$ cat config.mk
export PLATFORM = sky130hd
export DESIGN_NAME = ilid_cell
export DESIGN_NICKNAME = d
export VERILOG_FILES = /design/src/ilid_pkg.sv /design/src/ilid_cell.sv
export SDC_FILE = /design/constraint.sdc
export NUM_CORES = 1
export LEC_CHECK = 0
export ABC_AREA = 1
export BUFFER_PORTS_ARGS = -buffer_cell sky130_fd_sc_hd__buf_2
export CAP_MARGIN = 20
export CORE_MARGIN = 2
export CORE_UTILIZATION = 38
export CTS_CLUSTER_DIAMETER = 120
export DETAILED_ROUTE_END_ITERATION = 7
export PLACE_DENSITY = 0.76
export RECOVER_POWER = 25
export SLEW_MARGIN = 20
export SYNTH_ARGS = -nofsm -noshare
export SYNTH_HDL_FRONTEND = slang
export SYNTH_SLANG_ARGS = --single-unit
$ cat constraint.sdc
create_clock -name clk -period 2.29 [get_ports clk]
set_input_delay 0.458 -clock clk [delete_from_list [all_inputs] [get_ports clk]]
set_output_delay 0.458 -clock clk [all_outputs]
set_load 0.005 [all_outputs]
$ cat src/ilid_pkg.sv
// Shared types and constants for the indexed insert/delete list.
// No dependencies; imported by every module of the block.
`timescale 1ns / 1ps
`default_nettype none

package ilid_pkg;

    localparam int DATA_W = 32;
    localparam int POS_W  = 10;
    localparam int KIND_W = 3;
    localparam int LEN_W  = 9;

    // Fan-in of each node of the registered read tree
    localparam int RADIX = 16;

    localparam logic [KIND_W-1:0] KIND_READ   = 3'd0;
    localparam logic [KIND_W-1:0] KIND_FRONT  = 3'd1;
    localparam logic [KIND_W-1:0] KIND_APPEND = 3'd2;
    localparam logic [KIND_W-1:0] KIND_INSERT = 3'd3;
    localparam logic [KIND_W-1:0] KIND_DELETE = 3'd4;

    localparam logic [DATA_W-1:0] NOT_FOUND_VALUE = '1;

    typedef enum logic [0:0] {
        ST_IDLE,
        ST_READ
    } ilid_state_t;

    // Broadcast from the controller to every cell
    typedef struct packed {
        logic              ins;
        logic              del;
        logic [DATA_W-1:0] value;
    } cell_ctl_t;

endpackage

`default_nettype wire

$ cat src/ilid_cell.sv
// One storage cell of the list: holds one entry and takes its neighbor's
// entry on an insert or delete. Depends on ilid_pkg.
`timescale 1ns / 1ps
`default_nettype none

module ilid_cell
    import ilid_pkg::*;
#(
    parameter int INDEX = 0,
    parameter int IDXW  = 8
)
(
    input  wire logic              clk,
    input  wire cell_ctl_t         ctl,
    input  wire logic [IDXW-1:0]   pos,
    input  wire logic [DATA_W-1:0] lower_value,
    input  wire logic [DATA_W-1:0] upper_value,
    output logic      [DATA_W-1:0] entry_value
);

    localparam logic [IDXW-1:0] MY_INDEX = IDXW'(INDEX);

    logic [DATA_W-1:0] entry_reg;
    logic [DATA_W-1:0] entry_next;

    always_comb
    begin
        entry_next = entry_reg;
        if (ctl.ins)
        begin
            // open the gap: cells above the slot take the lower neighbor
            if (MY_INDEX == pos)
                entry_next = ctl.value;
            else if (MY_INDEX > pos)
                entry_next = lower_value;
        end
        else if (ctl.del)
        begin
            // close the gap: the slot and above take the upper neighbor
            if (MY_INDEX >= pos)
                entry_next = upper_value;
        end
    end

    always_ff @(posedge clk)
    begin
        entry_reg <= entry_next;
    end

    assign entry_value = entry_reg;

endmodule

`default_nettype wire

==> qor.log, run 1 <==
INFO  outcome        outcome=complete, no violations
INFO  floorplanning  floorplan.io_pins=139
INFO  synth          synth_nets=356
INFO  clock_tree     cts.hold.buffers_added=0
INFO  floorplanning  start_util=39.6%
INFO  timing         setup-violations-final=0
INFO  worst_hold_path hold_path_depth=3
INFO  global_routing antenna_found_initial=0
INFO  worst_setup_path worst-path-max-fanout=32
INFO  timing         tightest_slew=0.417ns
INFO  timing         timing_hold_violations_final=0
INFO  run            max-cap-violations=0
INFO  cells_and_area insertedDiodeCount=0
INFO  global_routing global_route.usage.total=19.0%
INFO  global_routing grt_overflow_total=0
INFO  power          comb_power_share=16.7%
INFO  power          power.ir.vdd_worst=0.219mV
INFO  power          switching_share=23.0%
INFO  clock_tree     cts_resized=0
INFO  floorplanning  die-height=77.0um
INFO  synth          netlist-cell-type-count=15
INFO  floorplanning  count_of_standard_cell_rows=26
INFO  drt            routed-via-count=2070
INFO  cells_and_area design_area=0.00282mm^2
INFO  drt            finalWirelength=5530um
INFO  worst_setup_path worst-endpoint-arrival=1.53ns
INFO  power          power.density=449mW/mm^2
INFO  worst_setup_path cp-start-kind=input pin
INFO  worst_setup_path path_class=input pin to flop
INFO  clock_tree     postCtsSetupRepairBufs=0
INFO  global_routing wire_length_of_the_first_global_routing_pass=8890um
INFO  power          clockPowerShare=31.9%
INFO  global_routing grt_pass1_vias=1969
INFO  clock_tree     cts.path.max_buffers=2
INFO  timing         setup-tns-final=0ns
INFO  floorplanning  fp.coreArea=0.00511mm^2
INFO  drt            drt_pre_antenna_iters=5
INFO  synth          syn_area=0.00202mm^2
INFO  timing         max_slew_margin=72.2%
INFO  clock_tree     ctsHtreeMaxLevel=2
INFO  cells_and_area layout.cells.most_common_list=123 x sky130_fd_sc_hd__buf_2, 87 x sky130_fd_sc_hd__nand2_1, 33 x sky130_fd_sc_hd__inv_1
INFO  synth          netlist_instances=249
INFO  drt            drt_iter0_drc=83
INFO  clock_tree     cts.reportedPaths.clkPinSlew=0.06ns
INFO  power          leak_pwr=1.41nW
INFO  clock_tree     cts.sink_count=32
INFO  worst_hold_path worstHoldPathType=input pin to flop
INFO  placement      detailed_placement_wirelength_estimate=4050um
INFO  drt            routed_wire_length_per_instance=12.1um
INFO  cells_and_area post_route_cells_drive_above_1_share=38.6%
INFO  floorplanning  chipWidth=77.0um
INFO  timing         grt_setup_unrepaired=no
INFO  floorplanning  floorplan.die_area=0.00592mm^2
INFO  timing         clock_period_minus_worst_slack=1.50ns
INFO  cells_and_area nNetsFinal=492
INFO  cells_and_area area_growth=39.4%
INFO  synth          syn-mean-instance-area=8.13um^2
INFO  worst_setup_path end_kind=flop
INFO  clock_tree     tritoncts_clock_tree=built
INFO  drt            drt_drc_violations_left=0
INFO  timing         final_min_period_over_clock_period=65.7%
INFO  power          internal_power=0.000975W
INFO  power          p_seq_share=51.4%
INFO  power          total_switching_power=0.000291W
INFO  clock_tree     cts-root-buf=sky130_fd_sc_hd__clkbuf_8
INFO  cells_and_area final_common_cell=sky130_fd_sc_hd__buf_2
INFO  synth          synth_warnings=0
INFO  drt            ant_nets=0
INFO  drt            viasPerCell=4.54
INFO  timing         slew_viol_final=0
INFO  synth          seq_area_frac_synth=47.5%
INFO  placement      gp_routability_congestion=0.807
INFO  clock_tree     cts-buffers-inserted=5
INFO  placement      placement.cell_area=0.00276mm^2
INFO  worst_setup_path timing.critical_path.required=2.32ns
INFO  cells_and_area largest_register_ff_count=32
INFO  synth          synth.ff_latch_count=32
INFO  timing         achievable-frequency=665MHz
INFO  placement      io_buffer_count=138
INFO  global_routing largest_net_degree_at_the_start_of_global_routing=33
==> cells by family (layout without fill, tap and decap cells) <==
group	count (synthesis)	after routing	synth area share [%]
AOI/OAI and AO/OA	33	33	12.2
buffers and inverters	49	186	10.8
DFF	32	32	47.5
and+or+nand+nor	135	135	29.4
==> Yosys cell counts <==
cell type | number | area, um^2
sky130_fd_sc_hd__buf_1 | 2 | 7.51
sky130_fd_sc_hd__buf_2 | 7 | 35.0
sky130_fd_sc_hd__buf_6 | 2 | 22.5
sky130_fd_sc_hd__buf_8 | 1 | 15.0
sky130_fd_sc_hd__clkbuf_1 | 4 | 15.0
sky130_fd_sc_hd__edfxtp_1 | 32 | 961
sky130_fd_sc_hd__inv_1 | 33 | 124
sky130_fd_sc_hd__nand2_1 | 87 | 327
sky130_fd_sc_hd__nand2_2 | 11 | 68.8
sky130_fd_sc_hd__nand3_1 | 32 | 160
sky130_fd_sc_hd__nor2_1 | 2 | 7.51
sky130_fd_sc_hd__nor2_2 | 2 | 12.5
sky130_fd_sc_hd__nor2_8 | 1 | 20.0
sky130_fd_sc_hd__o21a_1 | 1 | 7.51
sky130_fd_sc_hd__o21bai_1 | 32 | 240
==> layer usage <==
| layer | global-route usage (%) | vias to the layer above | part of all wire, % |
|---|---|---|---|
| met4 | 6.73 | 0 | 1.5 |
| met2 | 34.6 | 87 | 52 |
| li1 | - | 1069 | - |
| met1 | 20.7 | 906 | 38 |
| met5 | 0 | - | 0 |
| met3 | 5.65 | 8 | 8.1 |
==> critical path: stages <==
cell and delay (ns):
sky130_fd_sc_hd__buf_2 0.10, sky130_fd_sc_hd__nor2_2 0.10, sky130_fd_sc_hd__nand2_2 0.11, sky130_fd_sc_hd__nor2_8 0.12
sky130_fd_sc_hd__buf_4 0.37, sky130_fd_sc_hd__nand2_1 0.10, sky130_fd_sc_hd__nand3_1 0.10, sky130_fd_sc_hd__nand2_1 0.06
==> stage by stage <==
step / total power (W) / utilization (%) / hold WS, ns / instances / setup slack [ns]
finish: 0.00127 / 55.2 / 0.451 / 456 / 0.786
global route: 0.00133 / 55.2 / 0.446 / 456 / 0.666
CTS: 0.00128 / 55.6 / 0.443 / 456 / 0.791
detailed placement: 0.000877 / 54.0 / 0.732 / 448 / 0.494
global placement: 0.000875 / 54.0 / 0.730 / 448 / 0.515
floorplan: 0.000767 / - / 0.644 / 249 / 0.112
==> cell type report <==
cell class / instances / area, um^2
inverters: 33 / 124
flip-flops and latches: 32 / 961
clock inverters: 1 / 3.75
multi-input cells: 168 / 843
repair buffers: 145 / 724
clock buffers: 7 / 76.3
well taps: 70 / 87.6
fillers: 534 / 2290
==> power groups by stage <==
stage	Clock, W	Sequential [W]	Combinational (W)
after floorplan	0	0.000664	0.000103
after global placement	0	0.000664	0.000211
after detailed placement	0	0.000664	0.000213
after CTS	0.000418	0.000651	0.000215
after global routing	0.000440	0.000651	0.000242
final	0.000403	0.000651	0.000212
==> final timing paths <==
kind	from	endpoint	slack, ns
worst max-delay path	pos[1]	entry_value[5]$_DFFE_PP_	0.79
worst min-delay path	upper_value[13]	entry_value[13]$_DFFE_PP_	0.45
Note: power is estimated with default switching activity, not from simulation.
==> inputs of run 2 (changes only) <==
--- a/config.mk
+++ b/config.mk
@@ -9,10 +9,10 @@
 export BUFFER_PORTS_ARGS = -buffer_cell sky130_fd_sc_hd__buf_2
 export CAP_MARGIN = 20
 export CORE_MARGIN = 2
-export CORE_UTILIZATION = 38
+export CORE_UTILIZATION = 42
 export CTS_CLUSTER_DIAMETER = 120
 export DETAILED_ROUTE_END_ITERATION = 7
-export PLACE_DENSITY = 0.76
+export PLACE_DENSITY = 0.8
 export RECOVER_POWER = 25
 export SLEW_MARGIN = 20
 export SYNTH_ARGS = -nofsm -noshare
==> constraint.sdc (replaced) <==
create_clock -name clk -period 1.5 [get_ports clk]
set_input_delay 0.3 -clock clk [delete_from_list [all_inputs] [get_ports clk]]
set_output_delay 0.3 -clock clk [all_outputs]
set_load 0.005 [all_outputs]
==> qor.log, run 2 (synthesis gave the netlist of run 1 again) <==
INFO  clock_tree     tritoncts_clock_tree=built
INFO  timing         clock_period_minus_worst_slack=1.16ns
INFO  global_routing antenna_found_initial=0 [unchanged]
INFO  global_routing grt_overflow_total=0 [unchanged]
INFO  floorplanning  count_of_standard_cell_rows=25 [-3.8%]
INFO  drt            routed-via-count=2115 [+2.2%]
INFO  clock_tree     cts_resized=0 [unchanged]
INFO  timing         setup-violations-final=0 [unchanged]
INFO  global_routing grt_busiest_layer=met2
INFO  power          clockPowerShare=37.2% [+5.3 points]
INFO  power          leak_pwr=1.47nW [+4.7%]
INFO  drt            drt_pre_antenna_iters=4 [-1]
INFO  run            max-cap-violations=0 [unchanged]
INFO  global_routing global_route.usage.met2=39.4% [+4.8 points]
INFO  placement      gp_routability_congestion=0.765 [-5.3%]
INFO  floorplanning  chipWidth=73.4um [-4.6%]
INFO  drt            viasPerCell=4.74 [+4.5%]
INFO  global_routing grt.met1_usage=22.4% [+1.7 points]
INFO  cells_and_area layout.cells.most_common_list=125 x sky130_fd_sc_hd__buf_2, 87 x sky130_fd_sc_hd__nand2_1, 33 x sky130_fd_sc_hd__inv_1
INFO  worst_setup_path cell_class_contributing_the_biggest_share_of_worst_path_delay=simple AND/OR/NAND/NOR gates
INFO  timing         achievable-frequency=866MHz
INFO  power          internal_power=0.00166W [+71%]
INFO  timing         tightest_slew=0.344ns [-0.0725 ns]
INFO  drt            drt_iter0_drc=93 [+12%]
INFO  floorplanning  start_util=43.1% [+3.5 points]
INFO  worst_setup_path cp-start-kind=input pin
INFO  clock_tree     cts.hold.buffers_added=0 [unchanged]
INFO  timing         minimum_setup_slack_in_the_final_design=0.345ns [-0.441 ns]
INFO  cells_and_area nFillCells=444 [-17%]
INFO  clock_tree     postCtsSetupRepairBufs=0 [unchanged]
INFO  worst_setup_path worst_path_largest_cell_delay=0.20ns [-0.17 ns]
INFO  floorplanning  floorplan.io_pins=139 [unchanged]
INFO  power          power.ir.vdd_worst=0.440mV [+100%]
INFO  worst_hold_path worstHoldPathType=input pin to flop
INFO  floorplanning  die-height=73.4um [-4.6%]
INFO  power          switching_share=21.5% [-1.5 points]
INFO  cells_and_area area_growth=45.7%
INFO  floorplanning  fp.coreArea=0.00469mm^2 [-8.1%]
INFO  clock_tree     cts-root-buf=sky130_fd_sc_hd__clkbuf_8
INFO  worst_setup_path critPathSlowestCell=sky130_fd_sc_hd__buf_4
INFO  drt            ant_nets=0 [unchanged]
INFO  power          p_seq_share=46.9% [-4.5 points]
INFO  power          comb_power_share=15.8% [-0.9 points]
INFO  global_routing wire_length_of_the_first_global_routing_pass=8320um [-6.4%]
INFO  placement      pre_cts_slack=0.0649ns [-0.429 ns]
INFO  worst_setup_path path_class=input pin to flop
INFO  power          power.density=719mW/mm^2 [+60%]
INFO  placement      detailed_placement_wirelength_estimate=4430um [+9.3%]
INFO  drt            routed_wire_length_per_instance=12.6um [+3.8%]
INFO  worst_setup_path timing.critical_path.cells=buf_2, nor2_2, nand2_2, nor2_8, buf_4, nand2_1, nand3_1, nand2_1
INFO  cells_and_area nNetsFinal=498 [+1.2%]
INFO  worst_setup_path worst-endpoint-arrival=1.19ns [-0.34 ns]
INFO  timing         max_slew_margin=77.1% [+4.8 points]
INFO  worst_setup_path timing.critical_path.required=1.53ns [-0.79 ns]
INFO  placement      io_buffer_count=138 [unchanged]
INFO  worst_setup_path worst-path-max-fanout=8 [-75%]
INFO  power          total_switching_power=0.000455W [+56%]
INFO  clock_tree     cts.path.max_buffers=2 [unchanged]
INFO  cells_and_area final_common_cell=sky130_fd_sc_hd__buf_2
INFO  global_routing global_route.usage.total=20.3% [+1.3 points]
INFO  floorplanning  floorplan.die_area=0.00539mm^2 [-9.0%]
INFO  worst_setup_path crit_buf_inv=2 [unchanged]
INFO  outcome        outcome=complete, no violations
INFO  timing         setup-tns-final=0ns [unchanged]
INFO  timing         grt_setup_unrepaired=no
INFO  global_routing largest_net_degree_at_the_start_of_global_routing=33 [unchanged]
INFO  cells_and_area post_route_cells_drive_above_1_share=41.3% [+2.7 points]
INFO  drt            finalWirelength=5610um [+1.5%]
INFO  worst_setup_path end_kind=flop
INFO  cells_and_area largest_register_ff_count=32 [unchanged]
INFO  clock_tree     cts.reportedPaths.clkPinSlew=0.07ns [about the same]
INFO  global_routing grt_pass1_vias=1915 [-2.7%]
INFO  clock_tree     cts-buffers-inserted=5 [unchanged]
INFO  timing         slew_viol_final=0 [unchanged]
INFO  timing         timing_hold_violations_final=0 [unchanged]
INFO  worst_setup_path path_common_cell=sky130_fd_sc_hd__nand2_1
INFO  timing         final_min_period_over_clock_period=77.0%
INFO  drt            drt_drc_violations_left=0 [unchanged]
INFO  clock_tree     ctsHtreeMaxLevel=2 [unchanged]
INFO  global_routing use_met3=3.70% [-1.9 points]
INFO  clock_tree     cts.sink_count=32 [unchanged]
INFO  cells_and_area insertedDiodeCount=0 [unchanged]
[run 2: changes by cell type in the layout (fill, tap and decap cells not counted), moves of 2 or more]
cell                       previous run  this run
sky130_fd_sc_hd__nor2_4               0         2
sky130_fd_sc_hd__buf_12               0         4
sky130_fd_sc_hd__buf_4                7         9
sky130_fd_sc_hd__clkbuf_1            17        14
sky130_fd_sc_hd__buf_2              123       125
sky130_fd_sc_hd__nor2_1               2         0
[run 2: metal layers]
| metal | part of all wire, % | vias to the layer above |
|---|---|---|
| met5 | 0 | - |
| li1 | - | 1080 |
| met3 | 7.3 | 4 |
| met4 | 0.87 | 0 |
| met1 | 38 | 940 |
| met2 | 54 | 91 |
[run 2: worst paths after layout]
path | start | endpoint | slack [ns] | depth (start not counted)
hold / removal | upper_value[31] | entry_value[31]$_DFFE_PP_ | 0.30 | 3
setup / recovery | pos[3] | entry_value[5]$_DFFE_PP_ | 0.34 | 8
[run 2: metrics by stage]
stage	power [W]	hold slack [ns]	cells	cell area, um^2	util, %
final	0.00212	0.295	446	2950	62.8
after global routing	0.00222	0.297	446	2950	62.8
after CTS	0.00214	0.289	446	2960	63.2
after global placement	0.00134	0.577	438	2860	60.9
after floorplan	0.00117	0.486	249	2050	-
after detailed placement	0.00135	0.579	438	2860	60.9
[run 2: layout make-up]
cell class / count / area [um^2] / share of cell area, %
Tap cell: 54 / 67.6 / 2.29
Inverter: 33 / 124 / 4.20
Clock inverter: 2 / 35.0 / 1.19
Multi-Input combinational cell: 168 / 866 / 29.4
Clock buffer: 6 / 72.6 / 2.46
Sequential cell: 32 / 961 / 32.6
Timing Repair Buffer: 151 / 822 / 27.9
[run 2: tightest hold or removal path, delay by kind of cell]
kind / cells / cell delay (ns)
AND/OR/NAND/NOR: 2 / 0.09
buffers and inverters: 1 / 0.08
[run 2: power groups by stage]
stage | combinational, W | clock (W) | sequential (W)
global route | 0.000377 | 0.000847 | 0.000994
finish | 0.000335 | 0.000789 | 0.000994
global placement | 0.000329 | 0 | 0.00101
CTS | 0.000337 | 0.000804 | 0.000994
floorplan | 0.000159 | 0 | 0.00101
detailed placement | 0.000336 | 0 | 0.00101
